**config.mk**
```make
export PLATFORM = sky130hd
export DESIGN_NAME = strt_ram
export DESIGN_NICKNAME = d
export VERILOG_FILES = /design/src/sv/strt_ram.sv
export SDC_FILE = /design/constraint.sdc
export NUM_CORES = 1
export LEC_CHECK = 0
export ABC_CLOCK_PERIOD_IN_PS = 2000
export BUFFER_PORTS_ARGS = -buffer_cell sky130_fd_sc_hd__buf_2
export CAP_MARGIN = 20
export CORE_AREA = 3 3 45 55
export DETAILED_ROUTE_END_ITERATION = 10
export DIE_AREA = 0 0 48 58
export PLACE_DENSITY = 0.62
export RECOVER_POWER = 25
export SYNTH_ARGS = -nofsm -noshare
export SYNTH_HDL_FRONTEND = slang
export SYNTH_SLANG_ARGS = --single-unit
```
**constraint.sdc**
```tcl
create_clock -name clk -period 2 [get_ports clk]
set_input_delay 0.2 -clock clk [delete_from_list [all_inputs] [get_ports clk]]
set_output_delay 0.2 -clock clk [all_outputs]
set_load 0.02 [all_outputs]
```
**src/sv/strt_ram.sv**
```systemverilog
`default_nettype none
module strt_ram #(
  parameter int unsigned WIDTH = 8,
  parameter int unsigned DEPTH = 2
) (
  input  wire logic                                  clk,
  input  wire logic                                  we,
  input  wire logic [(DEPTH > 1 ? $clog2(DEPTH) : 1)-1:0] waddr,
  input  wire logic [WIDTH-1:0]                      wdata,
  input  wire logic [(DEPTH > 1 ? $clog2(DEPTH) : 1)-1:0] raddr,
  output logic      [WIDTH-1:0]                      rdata
);
  logic [WIDTH-1:0] mem [DEPTH];

  // one write port, registered read port
  always_ff @(posedge clk) begin
    if (we) begin
      mem[waddr] <= wdata;
    end
    rdata <= mem[raddr];
  end
endmodule
`default_nettype wire

```
==> metrics, run 1 <==
status=completed; Detail Route Antenna Nets=0; leak pwr=~0.37 nW; Synth Register Bits=24; Post-CTS Repair Setup Buffers=0; I/O Buffers=19; fmax=1030 MHz; reg2reg start=mem[0][7]; M2 GR Usage=0.113; Worst Hold Launch=wdata[0]; max_cap viols=0; I/O pin count=20; full die area=2780 µm²; GPL Wtd Cong=0.656; clk_skew=between 6 and 7 ps; RSZ-0062 raised after global routing=false; DR pass1 iterations=2; post-cts hold buffer count=0; crit-path leading delay family=flip-flops; Hold Path Class=input pin to flop; vias in the first global route=roughly 330; CP max stage cell=dfxtp_1; Die W=48 µm; P&R area growth vs syn=16.6%; most frequent cells in the layout=16 x edfxtp_1, 15 x buf_2, 8 x mux2_4, 8 x dfxtp_1, 5 x clkbuf_1; DRC Markers=0; minimum clock period=between 900 and 1000 ps; cell area after layout=about 900 µm²; Max IR drop VDD=0.447 mV; chip height=slightly below 60 µm; Net Count, Synth=47; hold endpoint=mem[1][0]; commonest non-fill, non-tap cell in the layout=edfxtp_1; Finished Core Util=0.451; Setup TNS=0 ps; post-synthesis cell count=35; post_cts resized=0; Worst Reg2Reg Path Length in Cells=1; synthesized area per cell=about 22 µm²; TritonCTS Buffers=3; GRT overflow=0; Root Driver=clkbuf_4; placed cell count=73; Worst EP arrival=between 700 and 800 ps; first-pass GRT wire length=roughly 1400 µm; clock sinks=24; measured slew at the worst slew-check pin=between 600 and 700 ps; CP max FO=1; core area=about 2000 µm²; Initial DRC Count=5; Most Used Layer, Global Route=met2; met3 Resource Use GR=0.0186; Tcrit/Tclk final=0.486; initial antenna violation count=0; pwr dens=roughly 940 nW/µm²; Core Rows=18; Final nets=70; Crit. End Element=primary output; Clock H-tree levels=1; non-filler instance count after layout=between 70 and 80; crit start category=flop; DR vias=around 340; largest net degree at the start of global routing=14; top cells by area, synth=edfxtp_1 61%, dfxtp_1 20%, mux2_4 15%; drt wl/cell=11.2 µm; gr usage total=0.0743; Reg clk slew, reported paths=between 100 and 150 ps; CTS tree=built; Hold Crit Depth=1; max-slew violations=0; vias per std cell=about 4.4; Synth area leader=edfxtp_1; Worst path max stage delay=320 ps; final hold vios=0; DP Area=between 800 and 900 µm²; worst path buffer plus inverter count=1; Ant. Diodes=0; sequential area share after synthesis=0.817; WP data required=roughly 1800 ps; critical path cell sequence=buf_2; share of cells above drive strength 1=0.456; Max Buffers Root-to-Sink=2; WL final=between 800 and 900 µm; Worst Setup Path Type=flop to primary output; cell area after synthesis=~780 µm²; post-synth cell types=6; Yosys top cell area share=0.612; YS warnings=0; GRT met1 Usage=0.0969; R2R Setup Slk=between 1000 and 1500 ps; # fillers=between 150 and 200; Initial Util=0.387; Slew headroom=0.546; clock latency on the worst-skew pair=approximately 300 ps; r2r endpoint=rdata[7]; Final Setup Violations=0
## Yosys cell counts, drive strengths merged
master  instances
and2            1
buf             1
dfxtp           8
edfxtp         16
mux2            8
nor2b           1
## cell type report
cell class,count,area [µm²],area share
tap,20,25.0,0.0274
timing repair buffer,19,90.1,0.0985
sequential,24,641,0.700
multi-input combinational,10,133,0.145
clock buffer,4,26.3,0.0287
## flip-flops by register name (all words and copies together), names as in the netlist
signal	cells
mem	16
rdata	8
## report_power, final
group / internal, mW / switching [mW] / leakage, nW
registers: 0.568 / 0.00764 / 0.218
clock network: 0.0776 / 0.125 / 0.0150
logic: 0.0388 / 0.0413 / 0.134
## worst max path at each step
stage	from	endpoint	slack [ps]	cells after the start
finish	rdata[5]	rdata[5]	1030	1
global route	rdata[5]	rdata[5]	980	1
CTS	rdata[5]	rdata[5]	1010	1
detailed placement	waddr	mem[0][5]	770	2
global placement	waddr	mem[0][1]	790	2
floorplan	we	mem[0][0]	1010	1
## cells by family (layout without fill, tap and decap cells)
logic type	count (synthesis)	after routing	share of synthesized area
DFF	24	24	0.817
muxes	8	8	0.153
buffers and inverters	1	23	0.0144
and+or+nand+nor	2	2	0.0160
## routing by layer
metal | part of all wire | routed length, µm
met1 | 0.42 | 365
met5 | 0 | 0
met3 | 0.082 | 71
met2 | 0.48 | 417
met4 | 0.0093 | 8
## stage by stage
stage	setup WS, ps	hold WS, ps	power [mW]
2_1_floorplan	1010	299	0.641
6_report	1030	81.7	0.858
4_1_cts	1010	71.5	0.869
5_1_grt	985	68.4	0.895
3_5_place_dp	775	391	0.670
3_3_place_gp	794	389	0.668
No activity file was read; power rests on OpenSTA's default activity.
==> inputs of run 2 (changes only) <==
ABC_CLOCK_PERIOD_IN_PS = 850   (was 2000)
PLACE_DENSITY = 0.64   (was 0.62)
clock period = 0.85 ns   (was 2 ns; I/O delays follow)
==> run 2 against run 1 <==
  * Non-clock buffer count grew 12
  * First-iteration DRC count fell by 40%
  * Utilization up 8.0 points
==> metrics, run 2 (same netlist as run 1, synthesis figures left out) <==
Clock H-tree levels=1; core area=between 2000 and 2500 µm²; status=completed; gr usage total=0.0888; Worst EP arrival=roughly 750 ps; WL final=a little over 1000 µm; final hold vios=0; largest net degree at the start of global routing=14; clock latency on the worst-skew pair=290 ps; Final Setup Violations=0; Crit. End Element=primary output; vias in the first global route=between 300 and 400; leak pwr=0.434 nW; Post-CTS Repair Setup Buffers=0; area of the multi-input gates=between 100 and 150 µm²; Slew headroom=0.830; Final nets=just over 80; clk_skew=about 2.1 ps; CP max FO=1; Core Rows=18; full die area=between 2000 and 3000 µm²; drt wl/cell=11.5 µm; Max Buffers Root-to-Sink=2; Largest register FFs=16; initial antenna violation count=0; Worst path max stage delay=~340 ps; crit start category=flop; chip height=around 58 µm; Setup TNS=0 ps; non-filler instance count after layout=89; DR pass1 iterations=2; Die W=48 µm; I/O pin count=20; Tcrit/Tclk final=0.982; measured slew at the worst slew-check pin=255 ps; crit-path leading delay family=flip-flops; CTS tree=built; TritonCTS Buffers=3; worst hold margin=213 ps; Max IR drop VDD=a little over 0.9 mV; Initial DRC Count=3; GPL Wtd Cong=0.613; GRT overflow=0; vias per std cell=4.52; max_cap viols=0; Detail Route Antenna Nets=0; commonest non-fill, non-tap cell in the layout=edfxtp_1; Finished Core Util=0.531; DR vias=roughly 400; Tot Pwr=2.10 mW; # fillers=168; DRC Markers=0; register area=between 600 and 700 µm²; minimum clock period=~830 ps; pwr dens=1950 nW/µm²; placed cell count=between 70 and 80; RSZ-0062 raised after global routing=true; CP max stage cell=dfxtp_2; Ant. Diodes=0; P&R area growth vs syn=37.3%; Root Driver=clkbuf_4; clock sinks=24; fmax=around 1200 MHz; critical path cell sequence=buf_6; Initial Util=0.387; most frequent cells in the layout=16 x edfxtp_1, 10 x buf_2; max-slew violations=0; Reg clk slew, reported paths=roughly 110 ps; first-pass GRT wire length=around 1700 µm; worst path buffer plus inverter count=1; Worst Setup Path Type=flop to primary output; largest registers=mem (16), rdata (8); share of cells above drive strength 1=0.551; Hold Path Class=input pin to flop; WP data required=760 ps; largest register by flop count=mem; I/O Buffers=19
-- run 2: cell count changes in the layout (fill, tap and decap cells not counted) --
cell,previous run,this run
clkbuf_1,5,4
dfxtp_2,0,8
dlygate4sd3_1,0,8
buf_6,0,8
dfxtp_1,8,0
buf_4,0,1
and2_1,1,0
and2_0,0,1
buf_2,15,10
clkinv_1,0,1
-- run 2: layout make-up --
cell class / count / share of cell area
multi-input combinational: 10 / 0.123
tap: 20 / 0.0232
timing repair buffer: 31 / 0.225
sequential: 24 / 0.604
clock inverter: 1 / 0.00348
clock buffer: 3 / 0.0209
-- run 2: what timing repair did --
item	4_1_cts	5_1_grt
hold buffers	8	0
cloned	0	0
endpoints found under the hold margin	16	0
setup endpoints to repair	8	8
gates resized for setup	24	0
-- run 2: stage by stage --
step / setup slack, ps / area (µm²)
finish: 15.4 / 1080
CTS: -3.26 / 1090
detailed placement: 64.8 / 926
global placement: 89.6 / 926
floorplan: 139 / 787
global route: -28.5 / 1080
-- run 2: per-layer routing --
layer / wire, µm / GRT usage / vias up
met4: 19 / 0.0346 / 0
li1: - / - / 199
met3: 63 / 0.0280 / 2
met1: 412 / 0.119 / 183
met2: 529 / 0.132 / 18
met5: 0 / 0 / -
-- run 2: path summary, 6_finish.rpt --
kind	startpoint	to	slack, ps	depth (start not counted)
max	rdata[2]	rdata[2]	20	1
min	raddr	rdata[6]	210	2
max reg2reg	mem[0][2]	rdata[2]	80	1
min reg2reg	mem[1][1]	rdata[1]	480	1
-- run 2: power breakdown --
group	internal [mW]	total, mW	switching [mW]	leakage (nW)
sequential	1.34	1.37	0.0285	0.218
clock	0.171	0.462	0.291	0.0154
combinational	0.163	0.268	0.105	0.201
total	1.68	2.10	0.425	0.434
